**src/sv/head_tail_frame_deframer_core_macros.svh**
```systemverilog
// Assertion macros shared by the deframer modules.
// Needs a clock named clock and an active-high reset named reset in scope.
`ifndef HEAD_TAIL_FRAME_DEFRAMER_CORE_MACROS_SVH
`define HEAD_TAIL_FRAME_DEFRAMER_CORE_MACROS_SVH

// Same-cycle implication, quiet while reset is high.
`define HTFD_ASSERT_NOW(label, ante, cons, msg) \
   label: assert property (@(posedge clock) disable iff (reset) (ante) |-> (cons)) \
      else $error(msg);

// Next-cycle implication, quiet while reset is high.
`define HTFD_ASSERT_NEXT(label, ante, cons, msg) \
   label: assert property (@(posedge clock) disable iff (reset) (ante) |=> (cons)) \
      else $error(msg);

`endif

```
**src/sv/htfd_pkg.sv**
```systemverilog
// Shared constants and types for the head/tail frame deframer.
// No dependencies; used by htfd_parser and head_tail_frame_deframer_core.
package htfd_pkg;

   // Payload bytes between head and tail (4 to 64).
   localparam int PAYLOAD_BYTES = 4;
   // Count must hold 0..PAYLOAD_BYTES inclusive.
   localparam int COUNT_W = $clog2(PAYLOAD_BYTES + 1);

   // Only the first four payload bytes feed the result.
   localparam int STORE_DEPTH = 4;
   localparam int STORE_IDX_W = 2;

   localparam int BYTE_W = 8;
   localparam int TIME_W = 32;
   localparam int WORD_W = 16;

   localparam int REQ_DATA_W = 40;  // rx_byte + now_ms
   localparam int RSP_DATA_W = 64;  // current_x + current_y + recv_time_ms

   // Register indexes of the configuration port.
   localparam int CSR_INDEX_W = 1;
   localparam logic [CSR_INDEX_W-1:0] REG_HEAD_BYTE = 1'b0;
   localparam logic [CSR_INDEX_W-1:0] REG_TAIL_BYTE = 1'b1;

   // Request kinds carried in req_tuser.
   localparam logic ACTION_BYTE  = 1'b0;
   localparam logic ACTION_FLUSH = 1'b1;

   typedef struct packed {
      logic in_frame;  // parser is past the head byte
      logic at_tail;   // next byte is the tail position
      logic emit;      // current request completes a frame
   } htfd_status_type;

endpackage

```
**src/sv/htfd_parser.sv**
```systemverilog
// Parser state for the deframer: hunt flag, payload count and payload store.
// Depends on htfd_pkg.
module htfd_parser (
   input  logic                              clock,
   input  logic                              reset,
   input  logic                              step,       // consume the staged request
   input  logic                              action,
   input  logic [htfd_pkg::BYTE_W-1:0]       rx_byte,
   input  logic [htfd_pkg::BYTE_W-1:0]       head_byte,
   input  logic [htfd_pkg::BYTE_W-1:0]       tail_byte,
   output htfd_pkg::htfd_status_type         status,
   output logic [htfd_pkg::WORD_W-1:0]       coord_x,
   output logic [htfd_pkg::WORD_W-1:0]       coord_y
);

   logic                             in_frame_ff, in_frame_in;
   logic [htfd_pkg::COUNT_W-1:0]     count_ff, count_in;
   logic [htfd_pkg::BYTE_W-1:0]      store_ff [htfd_pkg::STORE_DEPTH];
   logic                             at_tail;
   logic                             is_head;
   logic                             is_tail;
   logic                             store_we;

   assign is_head = (rx_byte == head_byte);
   assign is_tail = (rx_byte == tail_byte);
   assign at_tail = in_frame_ff &&
                    (count_ff == htfd_pkg::COUNT_W'(htfd_pkg::PAYLOAD_BYTES));

   always_comb begin
      in_frame_in = in_frame_ff;
      count_in    = count_ff;
      store_we    = 1'b0;
      if (action == htfd_pkg::ACTION_FLUSH) begin
         in_frame_in = 1'b0;
         count_in    = '0;
      end else if (!in_frame_ff) begin
         if (is_head) begin
            in_frame_in = 1'b1;
            count_in    = '0;
         end
      end else if (!at_tail) begin
         // Head inside the payload is plain data.
         store_we = (count_ff < htfd_pkg::COUNT_W'(htfd_pkg::STORE_DEPTH));
         count_in = count_ff + 1'b1;
      end else if (is_tail) begin
         in_frame_in = 1'b0;
         count_in    = '0;
      end else if (is_head) begin
         // Restart the frame on a head at the tail position.
         count_in = '0;
      end else begin
         in_frame_in = 1'b0;
         count_in    = '0;
      end
   end

   always_ff @(posedge clock) begin
      if (reset) begin
         in_frame_ff <= 1'b0;
         count_ff    <= '0;
      end else if (step) begin
         in_frame_ff <= in_frame_in;
         count_ff    <= count_in;
      end
   end

   always_ff @(posedge clock) begin
      if (step && store_we) begin
         store_ff[count_ff[htfd_pkg::STORE_IDX_W-1:0]] <= rx_byte;
      end
   end

   assign status.in_frame = in_frame_ff;
   assign status.at_tail  = at_tail;
   assign status.emit     = at_tail && (action == htfd_pkg::ACTION_BYTE) && is_tail;

   assign coord_x = {store_ff[0], store_ff[1]};
   assign coord_y = {store_ff[2], store_ff[3]};

endmodule

```
**src/sv/head_tail_frame_deframer_core.sv**
```systemverilog
// Top level of the head/tail frame deframer: request stage, parser, result register.
// Depends on htfd_pkg, htfd_parser and head_tail_frame_deframer_core_macros.svh.
//
// Byte-stream deframer for fixed-length frames. Each request carries one received
// byte (or a flush, flagged in req_tuser) with a millisecond timestamp. The block
// hunts for the head byte, stores PAYLOAD_BYTES payload bytes (a head value inside
// the payload is data), and at the tail position emits one result when the byte
// equals the tail byte: big-endian X from payload bytes 0-1, Y from bytes 2-3, and
// the timestamp of the tail byte. A head byte at the tail position restarts the
// frame; any other byte there returns to hunting; a flush returns to hunting.
// Throughput is one request per clock unless a staged request holds, as below. A
// request accepted into the request register loads its result into the result
// register when it advances, and the result handshake is made from that register.
// The result register decouples the sides, so requests keep flowing while a result
// waits; only a request that completes a frame while the previous result is still
// unclaimed holds in the request register. Write head_byte and tail_byte over the
// csr_ port only while no request is in flight.
module head_tail_frame_deframer_core (
   input  logic                                   clock,
   input  logic                                   reset,
   // Request channel
   input  logic                                   req_tvalid,
   output logic                                   req_tready,
   input  logic [htfd_pkg::REQ_DATA_W-1:0]        req_tdata,   // [7:0] rx_byte, [39:8] now_ms
   input  logic                                   req_tuser,   // [0] action (1 = flush)
   // Result channel
   output logic                                   rsp_tvalid,
   input  logic                                   rsp_tready,
   output logic [htfd_pkg::RSP_DATA_W-1:0]        rsp_tdata,   // [15:0] coord_x,
                                                               // [31:16] coord_y,
                                                               // [63:32] recv_time_ms
   // Configuration writes
   input  logic                                   csr_we,
   input  logic [htfd_pkg::CSR_INDEX_W-1:0]       csr_index,
   input  logic [htfd_pkg::BYTE_W-1:0]            csr_wdata
);

   `include "head_tail_frame_deframer_core_macros.svh"

   // Configuration registers
   logic [htfd_pkg::BYTE_W-1:0]     head_byte_ff;
   logic [htfd_pkg::BYTE_W-1:0]     tail_byte_ff;

   // Request stage
   logic                            s1_valid_ff, s1_valid_in;
   logic                            s1_action_ff;
   logic [htfd_pkg::BYTE_W-1:0]     s1_byte_ff;
   logic [htfd_pkg::TIME_W-1:0]     s1_time_ff;
   logic                            req_take;
   logic                            advance;

   // Result stage
   logic                            rsp_valid_ff, rsp_valid_in;
   logic [htfd_pkg::RSP_DATA_W-1:0] rsp_data_ff;

   htfd_pkg::htfd_status_type       status;
   logic [htfd_pkg::WORD_W-1:0]     coord_x;
   logic [htfd_pkg::WORD_W-1:0]     coord_y;

   // Register writes; an index beyond the list cannot be formed at this width.
   always_ff @(posedge clock) begin
      if (reset) begin
         head_byte_ff <= '0;
         tail_byte_ff <= '0;
      end else if (csr_we) begin
         unique case (csr_index)
            htfd_pkg::REG_HEAD_BYTE: head_byte_ff <= csr_wdata;
            htfd_pkg::REG_TAIL_BYTE: tail_byte_ff <= csr_wdata;
            default: ;
         endcase
      end
   end

   // Advance the staged request unless it completes a frame and the result
   // register is still held by the consumer.
   assign advance    = s1_valid_ff && (!status.emit || !rsp_valid_ff || rsp_tready);
   assign req_tready = !s1_valid_ff || advance;
   assign req_take   = req_tvalid && req_tready;

   always_comb begin
      s1_valid_in = s1_valid_ff;
      if (req_take) begin
         s1_valid_in = 1'b1;
      end else if (advance) begin
         s1_valid_in = 1'b0;
      end
   end

   always_ff @(posedge clock) begin
      if (reset) begin
         s1_valid_ff <= 1'b0;
      end else begin
         s1_valid_ff <= s1_valid_in;
      end
   end

   always_ff @(posedge clock) begin
      if (req_take) begin
         s1_action_ff <= req_tuser;
         s1_byte_ff   <= req_tdata[htfd_pkg::BYTE_W-1:0];
         s1_time_ff   <= req_tdata[htfd_pkg::BYTE_W +: htfd_pkg::TIME_W];
      end
   end

   htfd_parser u_parser (
      .clock     (clock),
      .reset     (reset),
      .step      (advance),
      .action    (s1_action_ff),
      .rx_byte   (s1_byte_ff),
      .head_byte (head_byte_ff),
      .tail_byte (tail_byte_ff),
      .status    (status),
      .coord_x   (coord_x),
      .coord_y   (coord_y)
   );

   // Load a completed frame; drop the valid once the consumer takes it.
   always_comb begin
      rsp_valid_in = rsp_valid_ff;
      if (advance && status.emit) begin
         rsp_valid_in = 1'b1;
      end else if (rsp_tready) begin
         rsp_valid_in = 1'b0;
      end
   end

   always_ff @(posedge clock) begin
      if (reset) begin
         rsp_valid_ff <= 1'b0;
      end else begin
         rsp_valid_ff <= rsp_valid_in;
      end
   end

   always_ff @(posedge clock) begin
      if (advance && status.emit) begin
         rsp_data_ff <= {s1_time_ff, coord_y, coord_x};
      end
   end

   assign rsp_tvalid = rsp_valid_ff;
   assign rsp_tdata  = rsp_data_ff;

   // A completed frame must show up on the result channel in the next cycle.
   `HTFD_ASSERT_NEXT(a_emit_to_rsp, advance && status.emit, rsp_valid_ff, "frame lost before result register")
   // A held request keeps its contents.
   `HTFD_ASSERT_NEXT(a_stage_hold, s1_valid_ff && !advance, s1_valid_ff && $stable(s1_byte_ff) && $stable(s1_time_ff), "staged request changed while held")
   // Only a tail-position data byte can complete a frame.
   `HTFD_ASSERT_NOW(a_emit_at_tail, status.emit, status.at_tail && status.in_frame && !s1_action_ff, "frame emitted outside tail position")
   // A flush always returns the parser to hunting.
   `HTFD_ASSERT_NEXT(a_flush_hunt, advance && (s1_action_ff == htfd_pkg::ACTION_FLUSH), !status.in_frame, "flush did not return to hunting")

endmodule
```
**config.mk**
```make
export PLATFORM = sky130hd
export DESIGN_NAME = head_tail_frame_deframer_core
export DESIGN_NICKNAME = d
export VERILOG_FILES = /design/src/sv/htfd_pkg.sv /design/src/sv/htfd_parser.sv /design/src/sv/head_tail_frame_deframer_core.sv
export VERILOG_INCLUDE_DIRS = /design/src /design/src/sv
export SDC_FILE = /design/constraint.sdc
export NUM_CORES = 1
export LEC_CHECK = 0
export BUFFER_PORTS_ARGS = -buffer_cell sky130_fd_sc_hd__buf_4
export CAP_MARGIN = 10
export CORE_AREA = 3 3 123 95
export CTS_BUF_LIST = sky130_fd_sc_hd__clkbuf_2 sky130_fd_sc_hd__clkbuf_4 sky130_fd_sc_hd__clkbuf_8
export DETAILED_ROUTE_END_ITERATION = 6
export DIE_AREA = 0 0 126 98
export PLACE_DENSITY = 0.85
export SLEW_MARGIN = 20
export SYNTH_ARGS = -nofsm -noshare
export SYNTH_HDL_FRONTEND = slang
export SYNTH_SLANG_ARGS = --single-unit
```
**constraint.sdc**
```tcl
create_clock -name clock -period 4.4 [get_ports clock]
set_input_delay 0.22 -clock clock [delete_from_list [all_inputs] [get_ports clock]]
set_output_delay 0.22 -clock clock [all_outputs]
set_load 0.02 [all_outputs]
```
==> out/metrics.yaml <==
cells_and_area:
  final_area_sq_um: 7160
  fin_cells: 596
  antenna_cells_inserted: 0
  area_delta_synth_final_pct: 36.0
  share_of_layout_cells_above_drive_strength_1_pct: 34.8
  nets: 506
  fill_cells: 695
timing:
  final-setup-viol-count: 0
  maxClockFrequency_ghz: 0.381
  clock_skew_ps: 12.0
  final_period_minus_worst_setup_slack_ps: 2630
  rsz_0062_raised_after_global_routing: "false"
  timing_max_transition_violations_final: 0
  timing.final.crit_share_pct: 59.7
  final_hold_vio_count: 0
  slew_headroom_pct: 47.4
  timing.setup.tns_ps: 0
  worst_pin_slew_ps: 789
logic_synthesis:
  synth_compound_gate_area_share_pct: 2.47
  ys_seq_area_share_pct: 86.5
  ys.flop_type: "sky130_fd_sc_hd__edfxtp_1"
  post_synth_mux_area_share_pct: 1.52
  syn_nets: 329
  post-synth-top-area-cell: "sky130_fd_sc_hd__edfxtp_1"
  synth_seq_cells: 159
  synth_top_cell_area_share_pct: 78.2
  post_synth_simple_gate_area_pct: 5.21
  syn_area_per_cell_sq_um: 19.5
  synth-edff-count: 137
  synth_top_cells_by_area: "sky130_fd_sc_hd__edfxtp_1, sky130_fd_sc_hd__dfxtp_1, sky130_fd_sc_hd__mux2i_1"
  synth_adder_area_share_pct: 0.951
  postSynth.asyncResetShare_pct: 0
  synth.lib_cells_used.distinct: 29
  syn-instance-count: 270
  synth.yosys.warnings: 0
  synth_top_family_by_area: "simple AND/OR/NAND/NOR gates"
  syn_area_sq_um: 5260
  post_synth_xor_area_fraction_pct: 2.66
grt:
  grt_usage_pct: 16.4
  top_usage_layer: "met2"
  grt_antenna_before_repair: 0
  globalRoute.totalOverflow: 0
  grt_use_met2_pct: 24.9
  grt.met3_usage_pct: 6.01
  grt_max_degree: 65
  grt_pass1_vias: 2922
  grt_first_pass_wirelength_mm: 15.2
  gr-usage-met1_pct: 21.3
placed_design:
  gpl.final_weighted_congestion: 0.816
  hpwl_mm: 6.65
  place.port_buffers: 120
  placement.cell_area_sq_um: 6350
  placedCellCount: 523
drt:
  drcViolationCount: 0
  drtIter0Drc: 287
  postRouteWirelength_mm: 9.62
  via_per_inst: 4.77
  antenna_violating_nets_post_route: 0
  route.vias.total: 2845
  drt_pass1_iterations: 4
  per_cell_routed_wire_length_microns: 16.1
setup_path:
  worstRegToRegCells: 6
  critical_path_peak_fanout: 64
  critical_path.n_buffers_inverters: 1
  worstPathArrival_ps: 2680
  critical-path-top-delay-family: "simple AND/OR/NAND/NOR gates"
  crit_reg_reg_endpoint: "rsp_tdata[8]"
  critical_path.max_stage_delay_ps: 610
  critical_path.slowest_cell: "sky130_fd_sc_hd__buf_4"
  critical_path.reg2reg.startpoint: "s1_byte_ff[2]"
  worst_setup_path_endpoint: "rsp_tdata[8]"
  worst_setup_start_kind: "flip-flop"
  reg2reg_setup_slack_ps: 1770
  timing.critical_path.required_ps: 4450
  timing.critical_path.from: "s1_byte_ff[2]"
  worstSetupEndpointType: "flip-flop"
  path_class: "reg2reg"
  cp_cell_sequence: "xor2_1, nor4_1, and2_4, nand2_1, nor2_4, buf_4"
  critical_path_cell_count: 6
cts:
  ctsRootBufferMaster: "sky130_fd_sc_hd__clkbuf_8"
  cts_tree: "done"
  cts_inserted_buffers: 17
  clock_tree.buffer_depth: 2
  clkLatencyLatePin_ps: 430
  clock-sinks: 159
  clk_transition_reported_paths_ps: 90
  htreeDepth: 4
power_and_ir_drop:
  pwr_density_nw_per_um2: 397
  leakage_uw: 0.00267
  ir_drop_uv: 253
die:
  starting_density_pct: 50.6
  fp.coreArea_sq_um: 10400
  dieArea_sq_um: 12300
  die_width_microns: 126
  dieHeight_microns: 98
  standard_cell_rows: 32
  floorplan.io_pins: 121
job:
  max-cap-violations: 0
outcome:
  run_status: "finished clean"
hold_path:
  hold_path_class: "in2reg"
## how the worst min path moves through the flow
stage,startpoint,to,slack [ps],depth (start not counted)
final,csr_wdata[6],head_byte_ff[6],40,3
after CTS,csr_wdata[6],head_byte_ff[6],10,3
after floorplan,reset,u_parser.in_frame_ff,290,1
after global placement,req_tdata[13],s1_time_ff[5],400,1
after detailed placement,req_tdata[18],s1_time_ff[10],400,1
after global routing,csr_wdata[3],head_byte_ff[3],20,3
## cell families after synthesis
logic type               Yosys count
flip-flops                       159
AND/OR/NAND/NOR                   53
AO/OA/AOI/OAI                     21
XOR/XNOR                          16
buffers and inverters              9
multiplexers                       8
adder cells (fa/ha/maj)            4
## tightest hold or removal path, stage by stage
cell	delay (ps)
sky130_fd_sc_hd__buf_4	90
sky130_fd_sc_hd__mux2i_1	60
sky130_fd_sc_hd__nor2_1	70
## through the flow
step                      setup WS [ps]  total power (uW)  hold WS [ps]  util, %
after detailed placement           1780              1830           400     61.0
final                              1770              2840          43.5     68.8
after CTS                          1750              2880          9.79     68.8
after global placement             1890              1820           398     61.0
after global routing               1580              2970          16.6     68.8
after floorplan                    15.2              1770           292        -
## synth_stat cells, types with 4 or more instances
| master | instances |
|---|---|
| sky130_fd_sc_hd__nand2_1 | 13 |
| sky130_fd_sc_hd__xor2_1 | 8 |
| sky130_fd_sc_hd__mux2i_1 | 8 |
| sky130_fd_sc_hd__inv_1 | 4 |
| sky130_fd_sc_hd__xnor2_1 | 8 |
| sky130_fd_sc_hd__dfxtp_1 | 22 |
| sky130_fd_sc_hd__a21oi_1 | 12 |
| sky130_fd_sc_hd__nand3_1 | 9 |
| sky130_fd_sc_hd__edfxtp_1 | 137 |
| sky130_fd_sc_hd__clkbuf_1 | 4 |
| sky130_fd_sc_hd__nor2_1 | 14 |
| sky130_fd_sc_hd__and2_1 | 4 |
| sky130_fd_sc_hd__ha_1 | 4 |
## cell type report
cell class	instances	area, sq um	share of cell area [%]
multi-input cells	102	697	9.74
inverters	4	15.0	0.210
clock inverters	14	153	2.13
repair buffers	163	1330	18.5
clock buffers	18	241	3.37
well taps	136	170	2.38
flip-flops and latches	159	4550	63.6
## registers in the layout, summed over array words and instances, names as in the netlist
register / flops
head_byte_ff: 8
rsp_tdata: 64
rsp_tvalid: 1
s1_action_ff: 1
s1_byte_ff: 8
s1_time_ff: 32
s1_valid_ff: 1
tail_byte_ff: 8
u_parser.count_ff: 3
u_parser.in_frame_ff: 1
u_parser.store_ff: 32
## repair_timing
action	CTS	global route
setup buffers	0	0
setup endpoints to repair	0	0
endpoints found under the hold margin	41	0
hold buffers	41	0
resized for setup	0	0
## power by group
group          internal (uW)  leakage (uW)  switching [uW]
Combinational           74.9       0.00104            47.3
Sequential              1680       0.00144            25.6
Clock                    475      0.000191             546
Total                   2230       0.00267             619
## cell usage in the layout (no fill, tap or decap), drive strengths merged, types with 9 or more instances in the layout
| cell | Yosys | final |
|---|---|---|
| clkbuf | 4 | 18 |
| dfxtp | 22 | 22 |
| nand3 | 9 | 9 |
| edfxtp | 137 | 137 |
| dlygate4sd3 | 0 | 41 |
| a21oi | 12 | 12 |
| buf | 1 | 122 |
| nor2 | 14 | 14 |
| inv | 4 | 10 |
| nand2 | 13 | 13 |
## layer usage
| layer | share of wire (%) | vias up |
|---|---|---|
| met1 | 44 | 1332 |
| met2 | 47 | 117 |
| met3 | 7.9 | 13 |
| met4 | 1.5 | 0 |
| li1 | - | 1383 |
| met5 | 0 | - |
Power figures use the tool's default switching activity.
